[src/sv/exec_time_histogram_stats_top_assert.svh]
// assertion macros for the execution-time statistics block
`ifndef EXEC_TIME_HISTOGRAM_STATS_TOP_ASSERT_SVH
`define EXEC_TIME_HISTOGRAM_STATS_TOP_ASSERT_SVH

`ifndef NO_ASSERTIONS

// same-cycle implication
`define ETHS_ASSERT_IMP(label, clk, rst_n, ante, cons, msg) \
    label: assert property (@(posedge clk) disable iff (!rst_n) (ante) |-> (cons)) \
        else $error(msg);

// next-cycle implication
`define ETHS_ASSERT_NXT(label, clk, rst_n, ante, cons, msg) \
    label: assert property (@(posedge clk) disable iff (!rst_n) (ante) |=> (cons)) \
        else $error(msg);

`else

`define ETHS_ASSERT_IMP(label, clk, rst_n, ante, cons, msg)
`define ETHS_ASSERT_NXT(label, clk, rst_n, ante, cons, msg)

`endif

`endif

[src/sv/eths_pkg.sv]
// shared constants and beat types of the execution-time statistics block
package eths_pkg;

    localparam int unsigned FINE_RES_PCT = 5;
    localparam int unsigned COARSE_BINS  = 16;
    localparam int unsigned FINE_BINS    = (100 / FINE_RES_PCT) * 2;
    localparam int unsigned TOTAL_BINS   = FINE_BINS + COARSE_BINS;
    localparam int unsigned ADDR_W       = $clog2(TOTAL_BINS);

    // fine binning scales the duration by 200
    localparam int unsigned FINE_SCALE   = 200;

    // divider widths: fine numerator 200d + R*p, fine divisor 2*R*p
    localparam int unsigned NUM_W        = 32 + $clog2(FINE_SCALE + FINE_RES_PCT);
    localparam int unsigned DEN_W        = 33 + $clog2(FINE_RES_PCT);
    localparam int unsigned DCNT_W       = $clog2(NUM_W);

    // configuration register indexes
    localparam logic [0:0] CFG_SKIP_COUNT = 1'b0;
    localparam logic [0:0] CFG_PERIOD     = 1'b1;

    // commands
    localparam logic CMD_RECORD = 1'b0;
    localparam logic CMD_READ   = 1'b1;

    typedef struct packed {
        logic        command;
        logic [31:0] duration;
        logic [5:0]  read_bin;
    } t_in;

    typedef struct packed {
        logic        recorded;
        logic        overrun;
        logic        coarse;
        logic [5:0]  bin;
        logic [31:0] bin_count;
        logic [47:0] sample_count;
        logic [31:0] overrun_count;
        logic [31:0] peak_ticks;
        logic [47:0] sum_ticks;
    } t_out;

endpackage

[src/sv/exec_time_histogram_stats_top.sv]
// top level of the execution-time statistics unit
//
// Takes one command beat at a time: a record beat counts a measured duration,
// a read beat returns one histogram bin together with the running totals.
// Each beat yields exactly one result beat, shown for a single cycle with
// o_done high; the receiver cannot stall, so capture it on that edge.
// busy stays high from the accepting edge until the result cycle, and a new
// start may be given in the very cycle o_done is high. A read beat passes
// through S_EVAL, S_UPD and S_FIN, a record still inside the warm-up through
// S_EVAL and S_FIN, and a counted record through S_EVAL, S_DIV, S_READ, S_UPD
// and S_FIN. The counted record is dominated by the bit-serial divider that
// produces one quotient bit per cycle for the bin index; the bin then goes
// through a read, increment and write-back of the bin memory.
// All bins read as zero right after reset; there is no clearing pass.
// Configuration writes go in directly on i_cfg_we and are meant for idle
// time only.
`include "exec_time_histogram_stats_top_assert.svh"

module exec_time_histogram_stats_top
    import eths_pkg::*;
(
    input  logic        i_clk,
    input  logic        i_rst_n,
    // command channel
    input  logic        start,
    output logic        busy,
    input  t_in         i_item,
    // result channel
    output logic        o_done,
    output t_out        o_res,
    // configuration write port
    input  logic        i_cfg_we,
    input  logic [0:0]  i_cfg_idx,
    input  logic [31:0] i_cfg_wdata
);

    // sequencer states
    localparam logic [2:0] S_IDLE = 3'd0;   // waiting for a command beat
    localparam logic [2:0] S_EVAL = 3'd1;   // totals, warm-up check, divider launch
    localparam logic [2:0] S_DIV  = 3'd2;   // divider running
    localparam logic [2:0] S_READ = 3'd3;   // bin memory read issued
    localparam logic [2:0] S_UPD  = 3'd4;   // bin data back, write-back
    localparam logic [2:0] S_FIN  = 3'd5;   // result beat goes out

    logic [2:0]        r_state;
    t_in               r_item;

    // configuration
    logic [31:0]       r_skip;
    logic [31:0]       r_period;

    // running totals
    logic [47:0]       r_samples;
    logic [31:0]       r_overruns;
    logic [31:0]       r_longest;
    logic [47:0]       r_sum;

    // per-beat result fields
    logic              r_recorded;
    logic              r_overrun;
    logic              r_coarse;
    logic              r_in_range;
    logic [ADDR_W-1:0] r_addr;
    logic [5:0]        r_bin;
    logic [31:0]       r_count;

    logic              r_done;
    t_out              r_res;

    // datapath
    logic [31:0]       w_p;
    logic [47:0]       n_samples;
    logic              w_warmup;
    logic              w_over;
    logic              w_coarse;
    logic [48:0]       w_sum_raw;
    logic [47:0]       n_sum;
    logic [DEN_W-1:0]  w_rp;
    logic [NUM_W-1:0]  w_num;
    logic [DEN_W-1:0]  w_den;
    logic              w_div_start;
    logic              w_div_done;
    logic [NUM_W-1:0]  w_quot;
    logic [ADDR_W-1:0] n_addr;
    logic              w_rd_en;
    logic [ADDR_W-1:0] w_rd_addr;
    logic [31:0]       w_rd_data;
    logic              w_wr_en;
    logic [31:0]       n_count;
    logic              w_rd_cmd;
    logic              w_start_ok;

    assign w_start_ok = start && (r_state == S_IDLE);
    assign w_rd_cmd   = (r_item.command == CMD_READ);

    // a zero period behaves as one tick
    assign w_p = (r_period == 32'd0) ? 32'd1 : r_period;

    // saturating sample count and warm-up test against the new count
    assign n_samples = (r_samples == '1) ? r_samples : r_samples + 48'd1;
    assign w_warmup  = (n_samples <= {16'd0, r_skip});

    assign w_over    = (r_item.duration > w_p);
    assign w_coarse  = ({1'b0, r_item.duration} > {w_p, 1'b0});

    assign w_sum_raw = {1'b0, r_sum} + {17'd0, r_item.duration};
    assign n_sum     = w_sum_raw[48] ? '1 : w_sum_raw[47:0];

    // round half up: coarse (2d + p) / 2p, fine (200d + Rp) / 2Rp
    assign w_rp = DEN_W'(w_p) * DEN_W'(FINE_RES_PCT);
    always_comb begin
        if (w_coarse) begin
            w_num = NUM_W'({r_item.duration, 1'b0}) + NUM_W'(w_p);
            w_den = DEN_W'({w_p, 1'b0});
        end else begin
            w_num = NUM_W'(r_item.duration) * NUM_W'(FINE_SCALE) + NUM_W'(w_rp);
            w_den = {w_rp[DEN_W-2:0], 1'b0};
        end
    end

    assign w_div_start = (r_state == S_EVAL) && !w_rd_cmd && !w_warmup;

    // clamp the quotient into its histogram; coarse quotients start at 2
    always_comb begin
        if (r_coarse) begin
            if (w_quot > NUM_W'(COARSE_BINS + 1)) begin
                n_addr = ADDR_W'(TOTAL_BINS - 1);
            end else begin
                n_addr = ADDR_W'(FINE_BINS) + ADDR_W'(w_quot - NUM_W'(2));
            end
        end else begin
            if (w_quot > NUM_W'(FINE_BINS - 1)) begin
                n_addr = ADDR_W'(FINE_BINS - 1);
            end else begin
                n_addr = ADDR_W'(w_quot);
            end
        end
    end

    // bin memory access: reads go out in S_EVAL for a read beat, S_READ for a record
    always_comb begin
        w_rd_en   = 1'b0;
        w_rd_addr = r_addr;
        if ((r_state == S_EVAL) && w_rd_cmd && (32'(r_item.read_bin) < TOTAL_BINS)) begin
            w_rd_en   = 1'b1;
            w_rd_addr = ADDR_W'(r_item.read_bin);
        end else if (r_state == S_READ) begin
            w_rd_en = 1'b1;
        end
    end

    // one beat at a time, so the write-back always lands before the next read
    assign w_wr_en = (r_state == S_UPD) && !w_rd_cmd;
    assign n_count = (w_rd_data == '1) ? w_rd_data : w_rd_data + 32'd1;

    eths_div u_div (
        .i_clk   (i_clk),
        .i_rst_n (i_rst_n),
        .i_start (w_div_start),
        .i_num   (w_num),
        .i_den   (w_den),
        .o_done  (w_div_done),
        .o_quot  (w_quot)
    );

    eths_bin_store u_bins (
        .i_clk     (i_clk),
        .i_rst_n   (i_rst_n),
        .i_rd_en   (w_rd_en),
        .i_rd_addr (w_rd_addr),
        .o_rd_data (w_rd_data),
        .i_wr_en   (w_wr_en),
        .i_wr_addr (r_addr),
        .i_wr_data (n_count)
    );

    // sequencer, configuration and totals
    always_ff @(posedge i_clk) begin
        if (!i_rst_n) begin
            r_state    <= S_IDLE;
            r_skip     <= 32'd0;
            r_period   <= 32'd1000;
            r_samples  <= '0;
            r_overruns <= '0;
            r_longest  <= '0;
            r_sum      <= '0;
            r_done     <= 1'b0;
        end else begin
            r_done <= 1'b0;
            if (i_cfg_we) begin
                case (i_cfg_idx)
                    CFG_SKIP_COUNT: r_skip   <= i_cfg_wdata;
                    CFG_PERIOD:     r_period <= i_cfg_wdata;
                    default:        r_skip   <= r_skip;
                endcase
            end
            case (r_state)
                S_IDLE: begin
                    if (w_start_ok) begin
                        r_state <= S_EVAL;
                    end
                end
                S_EVAL: begin
                    if (w_rd_cmd) begin
                        r_state <= S_UPD;
                    end else begin
                        r_samples <= n_samples;
                        if (w_warmup) begin
                            r_state <= S_FIN;
                        end else begin
                            if (w_over) begin
                                r_overruns <= (r_overruns == '1) ? r_overruns
                                                                 : r_overruns + 32'd1;
                            end
                            if (r_item.duration > r_longest) begin
                                r_longest <= r_item.duration;
                            end
                            r_sum   <= n_sum;
                            r_state <= S_DIV;
                        end
                    end
                end
                S_DIV: begin
                    if (w_div_done) begin
                        r_state <= S_READ;
                    end
                end
                S_READ: begin
                    r_state <= S_UPD;
                end
                S_UPD: begin
                    r_state <= S_FIN;
                end
                S_FIN: begin
                    r_done  <= 1'b1;
                    r_state <= S_IDLE;
                end
                default: begin
                    r_state <= S_IDLE;
                end
            endcase
        end
    end

    // beat payload and result fields
    always_ff @(posedge i_clk) begin
        if (w_start_ok) begin
            r_item <= i_item;
        end
        case (r_state)
            S_EVAL: begin
                r_count    <= 32'd0;
                r_in_range <= (32'(r_item.read_bin) < TOTAL_BINS);
                if (w_rd_cmd) begin
                    r_recorded <= 1'b0;
                    r_overrun  <= 1'b0;
                    r_coarse   <= (32'(r_item.read_bin) >= FINE_BINS) &&
                                  (32'(r_item.read_bin) < TOTAL_BINS);
                    r_bin      <= r_item.read_bin;
                end else begin
                    r_recorded <= !w_warmup;
                    r_overrun  <= !w_warmup && w_over;
                    r_coarse   <= !w_warmup && w_coarse;
                    r_bin      <= 6'd0;
                end
            end
            S_DIV: begin
                if (w_div_done) begin
                    r_addr <= n_addr;
                    r_bin  <= 6'(n_addr);
                end
            end
            S_UPD: begin
                if (w_rd_cmd) begin
                    r_count <= r_in_range ? w_rd_data : 32'd0;
                end else begin
                    r_count <= n_count;
                end
            end
            S_FIN: begin
                r_res.recorded      <= r_recorded;
                r_res.overrun       <= r_overrun;
                r_res.coarse        <= r_coarse;
                r_res.bin           <= r_bin;
                r_res.bin_count     <= r_count;
                r_res.sample_count  <= r_samples;
                r_res.overrun_count <= r_overruns;
                r_res.peak_ticks    <= r_longest;
                r_res.sum_ticks     <= r_sum;
            end
            default: begin
                r_count <= r_count;
            end
        endcase
    end

    assign busy   = (r_state != S_IDLE);
    assign o_done = r_done;
    assign o_res  = r_res;

    // checks on the sequencer and the result beat
    `ETHS_ASSERT_NXT(a_done_single, i_clk, i_rst_n, r_done, !r_done, "result strobe held two cycles")
    `ETHS_ASSERT_NXT(a_busy_after_start, i_clk, i_rst_n, w_start_ok, busy, "accepted beat did not raise busy")
    `ETHS_ASSERT_IMP(a_overrun_recorded, i_clk, i_rst_n, r_done && r_res.overrun, r_res.recorded, "overrun flagged on an unrecorded beat")
    `ETHS_ASSERT_IMP(a_coarse_bin_range, i_clk, i_rst_n, r_done && r_res.coarse, (r_res.bin >= FINE_BINS) && (r_res.bin < TOTAL_BINS), "coarse result outside coarse bins")

endmodule

[src/sv/eths_div.sv]
// restoring divider, one quotient bit per cycle
module eths_div
    import eths_pkg::*;
(
    input  logic             i_clk,
    input  logic             i_rst_n,
    input  logic             i_start,
    input  logic [NUM_W-1:0] i_num,
    input  logic [DEN_W-1:0] i_den,
    output logic             o_done,
    output logic [NUM_W-1:0] o_quot
);

    logic              r_busy;
    logic              r_done;
    logic [DCNT_W-1:0] r_cnt;
    logic [NUM_W-1:0]  r_nq;
    logic [DEN_W-1:0]  r_rem;
    logic [DEN_W-1:0]  r_den;

    logic [DEN_W:0]    w_trial;
    logic [DEN_W:0]    w_diff;
    logic              w_ge;

    // numerator bits leave at the top, quotient bits enter at the bottom
    assign w_trial = {r_rem, r_nq[NUM_W-1]};
    assign w_ge    = (w_trial >= {1'b0, r_den});
    assign w_diff  = w_trial - {1'b0, r_den};

    always_ff @(posedge i_clk) begin
        if (!i_rst_n) begin
            r_busy <= 1'b0;
            r_done <= 1'b0;
            r_cnt  <= '0;
        end else begin
            r_done <= r_busy && (r_cnt == '0);
            if (i_start) begin
                r_busy <= 1'b1;
                r_cnt  <= DCNT_W'(NUM_W - 1);
            end else if (r_busy) begin
                if (r_cnt == '0) begin
                    r_busy <= 1'b0;
                end else begin
                    r_cnt <= r_cnt - 1'b1;
                end
            end
        end
    end

    always_ff @(posedge i_clk) begin
        if (i_start) begin
            r_nq  <= i_num;
            r_rem <= '0;
            r_den <= i_den;
        end else if (r_busy) begin
            r_nq  <= {r_nq[NUM_W-2:0], w_ge};
            r_rem <= w_ge ? w_diff[DEN_W-1:0] : w_trial[DEN_W-1:0];
        end
    end

    assign o_done = r_done;
    assign o_quot = r_nq;

endmodule

[src/sv/eths_bin_store.sv]
// histogram bin memory with per-entry valid bits, registered read
module eths_bin_store
    import eths_pkg::*;
(
    input  logic              i_clk,
    input  logic              i_rst_n,
    input  logic              i_rd_en,
    input  logic [ADDR_W-1:0] i_rd_addr,
    output logic [31:0]       o_rd_data,
    input  logic              i_wr_en,
    input  logic [ADDR_W-1:0] i_wr_addr,
    input  logic [31:0]       i_wr_data
);

    logic [31:0]           r_mem [TOTAL_BINS];
    logic [TOTAL_BINS-1:0] r_valid;
    logic [31:0]           r_rdata;
    logic                  r_rvalid;

    // an entry never written since reset reads as zero
    always_ff @(posedge i_clk) begin
        if (!i_rst_n) begin
            r_valid <= '0;
        end else if (i_wr_en) begin
            r_valid[i_wr_addr] <= 1'b1;
        end
    end

    always_ff @(posedge i_clk) begin
        if (i_wr_en) begin
            r_mem[i_wr_addr] <= i_wr_data;
        end
        if (i_rd_en) begin
            r_rdata  <= r_mem[i_rd_addr];
            r_rvalid <= r_valid[i_rd_addr];
        end
    end

    assign o_rd_data = r_rvalid ? r_rdata : 32'd0;

endmodule

[config.mk]
export PLATFORM = sky130hd
export DESIGN_NAME = exec_time_histogram_stats_top
export DESIGN_NICKNAME = d
export VERILOG_FILES = /design/src/sv/eths_pkg.sv /design/src/sv/exec_time_histogram_stats_top.sv /design/src/sv/eths_div.sv /design/src/sv/eths_bin_store.sv
export VERILOG_INCLUDE_DIRS = /design/src /design/src/sv
export SDC_FILE = /design/constraint.sdc
export NUM_CORES = 2
export LEC_CHECK = 0
export BUFFER_PORTS_ARGS = -buffer_cell sky130_fd_sc_hd__buf_4
export CAP_MARGIN = 40
export CORE_ASPECT_RATIO = 0.7
export CORE_MARGIN = 10
export CORE_UTILIZATION = 67
export CTS_CLUSTER_SIZE = 14
export DETAILED_ROUTE_END_ITERATION = 16
export GPL_ROUTABILITY_DRIVEN = 1
export PLACE_DENSITY_LB_ADDON = 0.3
export SYNTH_ARGS = -nofsm -noshare
export SYNTH_HDL_FRONTEND = slang
export SYNTH_SLANG_ARGS = --single-unit
export TNS_END_PERCENT = 30
[constraint.sdc]
create_clock -name i_clk -period 10.3 [get_ports i_clk]
set_input_delay 2.06 -clock i_clk [delete_from_list [all_inputs] [get_ports i_clk]]
set_output_delay 2.06 -clock i_clk [all_outputs]
set_load 0.05 [all_outputs]
**Word level (Yosys, flattened, before mapping)**

Memory sizes are Yosys's and may differ from the RTL's. A register that Yosys moved wholly into a read port is not among the register bits.
Index checks and enable logic that the tools add are counted.

- Register bits after elaboration: 693
- Logic and storage cells: 153
- Memories kept: 1
- Output and inout port bits: 203
- Memory bits (writable): 1792
- Bits of input ports: 76

- Equal/unequal tests: 11
- Multiply operators: 2
- Multiplexer cells: 41
- Bitwise operators: 7
- Add/sub/neg operators: 10
- Reductions and logical operators: 32
- Order comparisons: 12

Memory list:

| name | words | bits a word | rd ports | clocked after Yosys merged registers in | write ports | line | RTL |
|---|---|---|---|---|---|---|---|
| u_bins.r_mem | 56 | 32 | 1 | 1 | 1 | eths_bin_store.sv:15 | `logic [31:0] r_mem [TOTAL_BINS];` |

Operators with widths:

| operator | count |
|---|---|
| $mux 32 | 5 |
| $mux 40 | 3 |
| $mux 48 | 2 |
| $add 32x1->32 const B | 2 |
| $eq 32x32->1 const B | 2 |
| $gt 32x32->1 | 2 |
| $pmux 32 s2 | 1 |
| $or 56x56->56 | 1 |
| $mux 6 | 9 |
| $add 48x32->49 | 1 |
| $add 48x1->48 const B | 1 |
| $eq 48x48->1 const B | 1 |
| $le 48x32->1 | 1 |
| $add 40x35->40 | 1 |
| $gt 40x5->1 const B | 1 |
| $gt 40x6->1 const B | 1 |
| $ge 37x36->1 | 1 |
| $mul 32x5->37 const B | 1 |
| $mux 36 | 1 |
| $sub 36x36->36 | 1 |
| $mul 32x3->35 const B | 1 |
| $add 33x32->34 | 1 |
| $gt 32x33->1 | 1 |
| $mux 33 | 1 |
| 31 further kinds | 73 |

**Logic depth before layout (Yosys ltp)**

- Depth in word-level cells: 7
- Gate-level depth with buffers: 28
- Mapped depth without buffers: 28

**Modules after synthesis**

Synthesis repeated with hierarchy kept, for this count alone.

- Cells, all modules: 7347
- Area total of the unflattened synthesis: 112547.9 µm²

By module, submodules not included:

| module | area each (µm²) | instances | cells an instance | seq. area each (µm²) |
|---|---|---|---|---|
| eths_bin_store | 71785.1 | 1 | 3028 | 55923.6 |
| exec_time_histogram_stats_top | 33967.6 | 1 | 3668 | 13212.7 |
| eths_div | 6795.3 | 1 | 651 | 3163.0 |

**Worst setup path before layout**

OpenSTA, ideal clock, no wires.

- Path type: register to register
- Start point: register r_samples[4]
- End point: register u_div.r_nq[0] (netlist: u_div.o_quot[0]) (enable)
- Data required time: 9.896 ns
- Stages on the path, launching flop included: 21
- Data arrival time: 5.483 ns
- Library setup time: 0.404 ns
- Period minus slack after synthesis: 5.887 ns
- Slack: 4.413 ns
- Buffers on the path: 4
- Cells stage by stage: dfxtp_1 -> buf_2 -> nand4_1 -> nor3_4 -> and4_1 -> buf_2 -> and2_1 -> nand4_1 -> nand2_1 -> nor2_1 -> nand4_1 -> nor2_1 -> xor2_1 -> ha_1 -> nand4_1 -> or4b_2 -> o311ai_0 -> o31ai_4 -> buf_2 -> buf_2 -> nand2b_1

- Word-level cells in the longest chain between the ends: 6
- Elaborated cells between the ends (all ways): 7
- Those cells by class: add/sub (1); order compare (1); eq/ne (1); mux (1); reduce/logical (3)

Ends and longest elaborated chain:

| element | line | RTL |
|---|---|---|
| start: declaration | exec_time_histogram_stats_top.sv:53 | `logic [47:0] r_samples;` |
| start signal: assignment | exec_time_histogram_stats_top.sv:207 | `r_samples <= n_samples;` |
| $add 48x1->48 / $eq 48x48->1 (equally long branches) | exec_time_histogram_stats_top.sv:100 | `assign n_samples = (r_samples == '1) ? r_samples : r_samples + 48'd1;` |
| $mux 48 * | exec_time_histogram_stats_top.sv:100 |  |
| named net n_samples[24] | exec_time_histogram_stats_top.sv:72 | `logic [47:0] n_samples;` |
| $le 48x32->1 * | exec_time_histogram_stats_top.sv:101 | `assign w_warmup = (n_samples <= {16'd0, r_skip});` |
| $logic_not 1->1 * | exec_time_histogram_stats_top.sv:121 | `assign w_div_start = (r_state == S_EVAL) && !w_rd_cmd && !w_warmup;` |
| $logic_and 1x1->1 * | exec_time_histogram_stats_top.sv:121 |  |
| $reduce_bool 2->1 (no source line) * | - |  |
| end signal: assignment | eths_div.sv:52 | `r_nq <= i_num;` |
| end signal: assignment | eths_div.sv:56 | `r_nq <= {r_nq[NUM_W-2:0], w_ge};` |
| end: declaration | eths_div.sv:17 | `logic [NUM_W-1:0] r_nq;` |

Mark *: on every way through the listed nets, which the timed path passes. The rest lies on a longest branch.
A chain may end at the register's enable or synchronous reset.

**Final worst setup path**

- Start point: register r_period[4]
- End point: register u_div.r_nq[39] (netlist: u_div.o_quot[39]) (data pin)

- Word-level cells in the longest chain between the ends: 6
- Elaborated cells between the ends (all ways): 7
- Those cells by class: add/sub (1); mul (1); order compare (1); mux (3); reduce/logical (1)

Ends and longest elaborated chain:

| element | line | RTL |
|---|---|---|
| start: declaration | exec_time_histogram_stats_top.sv:50 | `logic [31:0] r_period;` |
| start signal: assignment | exec_time_histogram_stats_top.sv:193 | `CFG_PERIOD: r_period <= i_cfg_wdata;` |
| $logic_not 32->1 | exec_time_histogram_stats_top.sv:97 | `assign w_p = (r_period == 32'd0) ? 32'd1 : r_period;` |
| $mux 32 * | exec_time_histogram_stats_top.sv:97 |  |
| $mul 32x3->35 * | exec_time_histogram_stats_top.sv:110 | `assign w_rp = DEN_W'(w_p) * DEN_W'(FINE_RES_PCT);` |
| named net w_rp[33] | exec_time_histogram_stats_top.sv:78 | `logic [DEN_W-1:0] w_rp;` |
| $add 40x35->40 * | exec_time_histogram_stats_top.sv:116 | `w_num = NUM_W'(r_item.duration) * NUM_W'(FINE_SCALE) + NUM_W'(w_rp);` |
| $mux 40 * | exec_time_histogram_stats_top.sv:112 | `if (w_coarse) begin` |
| $mux 40 * | eths_div.sv:51 | `if (i_start) begin` |

Marks and branches as above.

==> flow_summary.json <==
{
  "cts.path.max_buffers": 3,
  "route.detailed.wl_per_inst_um": 32.4,
  "gr-usage-all-layers": 0.365,
  "syn_inst": 7810,
  "synth.ff_latch_count": 2516,
  "fp.dieArea_mm2": 0.185,
  "totalNegativeSetupSlack_ns": 0,
  "io-pin-count": 279,
  "vias": 74200,
  "finish.utilization": 0.756,
  "seq_area_frac_synth": 0.642,
  "die_w_um": 510,
  "initial_antenna_violation_count": 19,
  "cellPowerDensity_mw_per_mm2": 198,
  "detailedRoute.firstPassIterationCount": 9,
  "slew_headroom": 0.260,
  "design.final.nets": 8683,
  "cp.required_ns": 10.92,
  "netlist_top_cells_area": "sky130_fd_sc_hd__edfxtp_1 (58%), sky130_fd_sc_hd__mux4_2 (9.2%), sky130_fd_sc_hd__dfxtp_1 (5.8%)",
  "final-max-slew-violation-count": 0,
  "worst_skew_pair.late_latency_ns": 0.88,
  "layout-drive-gt1-share": 0.174,
  "die_height_um": 363,
  "cts_resized": 0,
  "clkTransAtPathRegs_ns": 0.06,
  "yosysUniqueCellTypes": 95,
  "drc_errors": 0,
  "io_buffers": 278,
  "path_max_fanout": 8,
  "ys.flop_type": "sky130_fd_sc_hd__edfxtp_1",
  "post_cts.repair.setup_buffers": 0,
  "critical_path_arrival_ns": 8.54,
  "design.core.area_mm2": 0.166,
  "clkSinkCount": 2516,
  "cts_buffers": 221,
  "critPathLaunch": "r_period[4]",
  "cts_root_buf": "sky130_fd_sc_hd__clkbuf_16",
  "areaGrowthSynthToFinish_pct": 11.7,
  "worst_hold_path_type": "reg2reg",
  "route.detailed.vias_per_inst": 7.03,
  "rsz_0062_raised_after_global_routing": "false",
  "cell_row_count": 125,
  "fmax_mhz": 126,
  "yosys_warnings": 0,
  "drt_iter0_markers": 11800,
  "finalWorstPathRequiredPeriod_ns": 7.92,
  "start_util": 0.677,
  "mappedNetlistArea_mm2": 0.113,
  "tritoncts": "yes",
  "timing_worst_slew_pin_value_ns": 1.10,
  "static-leakage-power_nw": 44.0,
  "ir_drop_v": 0.000222,
  "min_delay_path_depth": 0,
  "reg2regPathDepth": 27,
  "cts_max_level": 4,
  "post-layout-total-power_mw": 24.9,
  "avgSynthCellArea_um2": 14.4,
  "post-synth-top-area-fraction": 0.583,
  "cts-hold-fix-buffers": 0,
  "hold_viol_final": 0,
  "timing_worst_setup_path_type": "reg2reg",
  "totalWireLength_mm": 342,
  "area_of_placed_instances_mm2": 0.119,
  "r2r_start": "r_period[4]",
  "postSynthNetCount": 8341,
  "whs_ns": 0.390,
  "async_reset_ff_frac": 0,
  "cp-end-kind": "flip-flop",
  "synth-edff-count": 2188,
  "place.detailed.hpwl_mm": 208,
  "yosys.area.top_type": "sky130_fd_sc_hd__edfxtp_1",
  "final_design_area_no_fill_mm2": 0.126,
  "overflow": 0,
  "vias_in_the_first_global_route": 71800,
  "antenna_violating_nets_post_route": 0,
  "status": "complete, no violations",
  "grt_start_max_net_pins": 140,
  "worstHoldStart": "r_count[9]",
  "total_of_endpoints_with_negative_setup_slack_in_the_final_report": 0,
  "gpl.final_weighted_congestion": 1.00,
  "timing.final.crit_share": 0.769,
  "critical_path.startpoint_type": "flip-flop",
  "max-cap-violations": 0,
  "first_pass_grt_wire_length_mm": 495,
  "fin_skew_ns": 0.0513
}
critical path, stage by stage, from the launching register on:
cell,delay (ns)
sky130_fd_sc_hd__dfxtp_1,0.43
sky130_fd_sc_hd__nor4_1,0.56
sky130_fd_sc_hd__nand4_1,0.39
sky130_fd_sc_hd__o21bai_1,0.46
sky130_fd_sc_hd__buf_4,0.26
sky130_fd_sc_hd__ha_1,0.16
sky130_fd_sc_hd__ha_1,0.20
sky130_fd_sc_hd__inv_1,0.07
sky130_fd_sc_hd__fa_1,0.41
sky130_fd_sc_hd__nand2b_1,0.18
sky130_fd_sc_hd__a21o_1,0.19
sky130_fd_sc_hd__a211oi_1,0.62
sky130_fd_sc_hd__o2111ai_1,0.48
sky130_fd_sc_hd__a211oi_1,0.48
sky130_fd_sc_hd__o21a_1,0.22
sky130_fd_sc_hd__o21a_1,0.14
sky130_fd_sc_hd__o21a_1,0.13
sky130_fd_sc_hd__o21a_1,0.12
sky130_fd_sc_hd__or3_1,0.10
sky130_fd_sc_hd__a21oi_1,0.10
sky130_fd_sc_hd__xnor2_1,0.15
sky130_fd_sc_hd__ha_1,0.42
sky130_fd_sc_hd__nand3_1,0.15
sky130_fd_sc_hd__or2_2,0.31
sky130_fd_sc_hd__nor3_1,0.22
sky130_fd_sc_hd__o21ai_1,0.19
sky130_fd_sc_hd__mux2i_1,0.15
sky130_fd_sc_hd__a2111o_1,0.40
state kept, by name, summed over array words and instances, names as in the netlist, 3 cells and up:
register        count
r_overruns         32
u_bins.r_valid     56
u_bins.r_mem     1792
u_div.r_cnt         6
o_res             201
r_bin               6
u_bins.r_rdata     32
u_div.o_quot       40
r_item             38
r_state             3
r_longest          32
r_addr              6
r_sum              48
u_div.r_rem        36
r_skip             32
r_samples          48
u_div.r_den        35
r_count            32
r_period           32
final cells by class:
class	instances	area, um^2
clock buffers	318	6190
well taps	2222	2780
inverters	351	1330
clock inverters	79	837
repair buffers	502	4070
multi-input cells	4560	38300
flip-flops and latches	2516	72300
fillers	9640	40600
diodes	4	10.0
cell families after synthesis:
logic type               count (synthesis)  share of synthesized area
buffers and inverters                  734                     0.0257
XOR/XNOR                               265                     0.0206
multiplexers                           587                      0.104
AO/OA/AOI/OAI                         1352                     0.0770
flip-flops                            2516                      0.642
AND/OR/NAND/NOR                       1901                     0.0786
adder cells (fa/ha/maj)                455                     0.0527
worst paths after layout:
kind	endpoint	slack (ns)
setup / recovery	u_div.o_quot[39]	2.38
hold / removal	o_res[169]	0.39
setup reg to reg	u_div.o_quot[39]	2.38
hold reg to reg	o_res[169]	0.39
power by group:
group / internal (mW) / switching (mW) / leakage (nW) / total [mW]
registers: 11.3 / 0.172 / 22.7 / 11.5
clock network: 4.37 / 3.81 / 3.42 / 8.18
logic: 1.89 / 3.38 / 17.9 / 5.27
total: 17.6 / 7.36 / 44.0 / 24.9
Yosys cell counts (all sizes together) (121+ instances only):
cell type  count
clkbuf       268
xnor2        141
dfxtp        328
mux4         462
edfxtp      2188
and2         129
a211oi       179
ha           423
inv          350
xor2         124
o21ai        261
a21o         138
a31oi        121
a21oi        370
nand2        660
nor2         534
cells in the final DEF (no fill, tap or decap), types with 35 or more instances in the layout:
master,netlist,routed
sky130_fd_sc_hd__mux2i_1,112,108
sky130_fd_sc_hd__o21ai_0,252,251
sky130_fd_sc_hd__a211oi_1,179,177
sky130_fd_sc_hd__buf_4,1,449
sky130_fd_sc_hd__and3_1,58,56
sky130_fd_sc_hd__xnor2_1,141,136
sky130_fd_sc_hd__nand3_1,113,113
sky130_fd_sc_hd__nor4_1,35,35
sky130_fd_sc_hd__xor2_1,124,116
sky130_fd_sc_hd__nor3_1,81,80
sky130_fd_sc_hd__nand2b_1,52,51
sky130_fd_sc_hd__nor2_1,534,475
sky130_fd_sc_hd__edfxtp_1,2188,2188
sky130_fd_sc_hd__a31oi_1,121,121
sky130_fd_sc_hd__inv_1,348,346
sky130_fd_sc_hd__nor2_4,0,58
sky130_fd_sc_hd__clkbuf_16,0,224
sky130_fd_sc_hd__nand4_1,73,73
sky130_fd_sc_hd__dfxtp_1,328,327
sky130_fd_sc_hd__ha_1,423,423
sky130_fd_sc_hd__a21oi_1,369,369
sky130_fd_sc_hd__a21o_1,138,138
sky130_fd_sc_hd__nand2_1,660,660
sky130_fd_sc_hd__and2_1,129,123
sky130_fd_sc_hd__a311oi_1,37,36
sky130_fd_sc_hd__clkbuf_1,268,71
sky130_fd_sc_hd__o21a_1,48,48
sky130_fd_sc_hd__nor2b_1,51,39
sky130_fd_sc_hd__mux4_2,462,462
stage by stage:
| step | cells | worst slack, ns |
|---|---|---|
| final | 10600 | 2.38 |
| after floorplan | 7810 | 4.41 |
| after detailed placement | 10100 | 2.70 |
| after global placement | 10100 | 2.77 |
| after CTS | 10500 | 2.69 |
| after global routing | 10600 | 2.10 |
per-layer routing:
metal | share of wire | wire [um] | global-route usage
met1 | 0.38 | 130000 | 0.527
met2 | 0.43 | 147000 | 0.520
met3 | 0.15 | 52900 | 0.138
met4 | 0.035 | 12000 | 0.111
met5 | 0.0012 | 409 | 0.00643
Power figures use the tool's default switching activity.
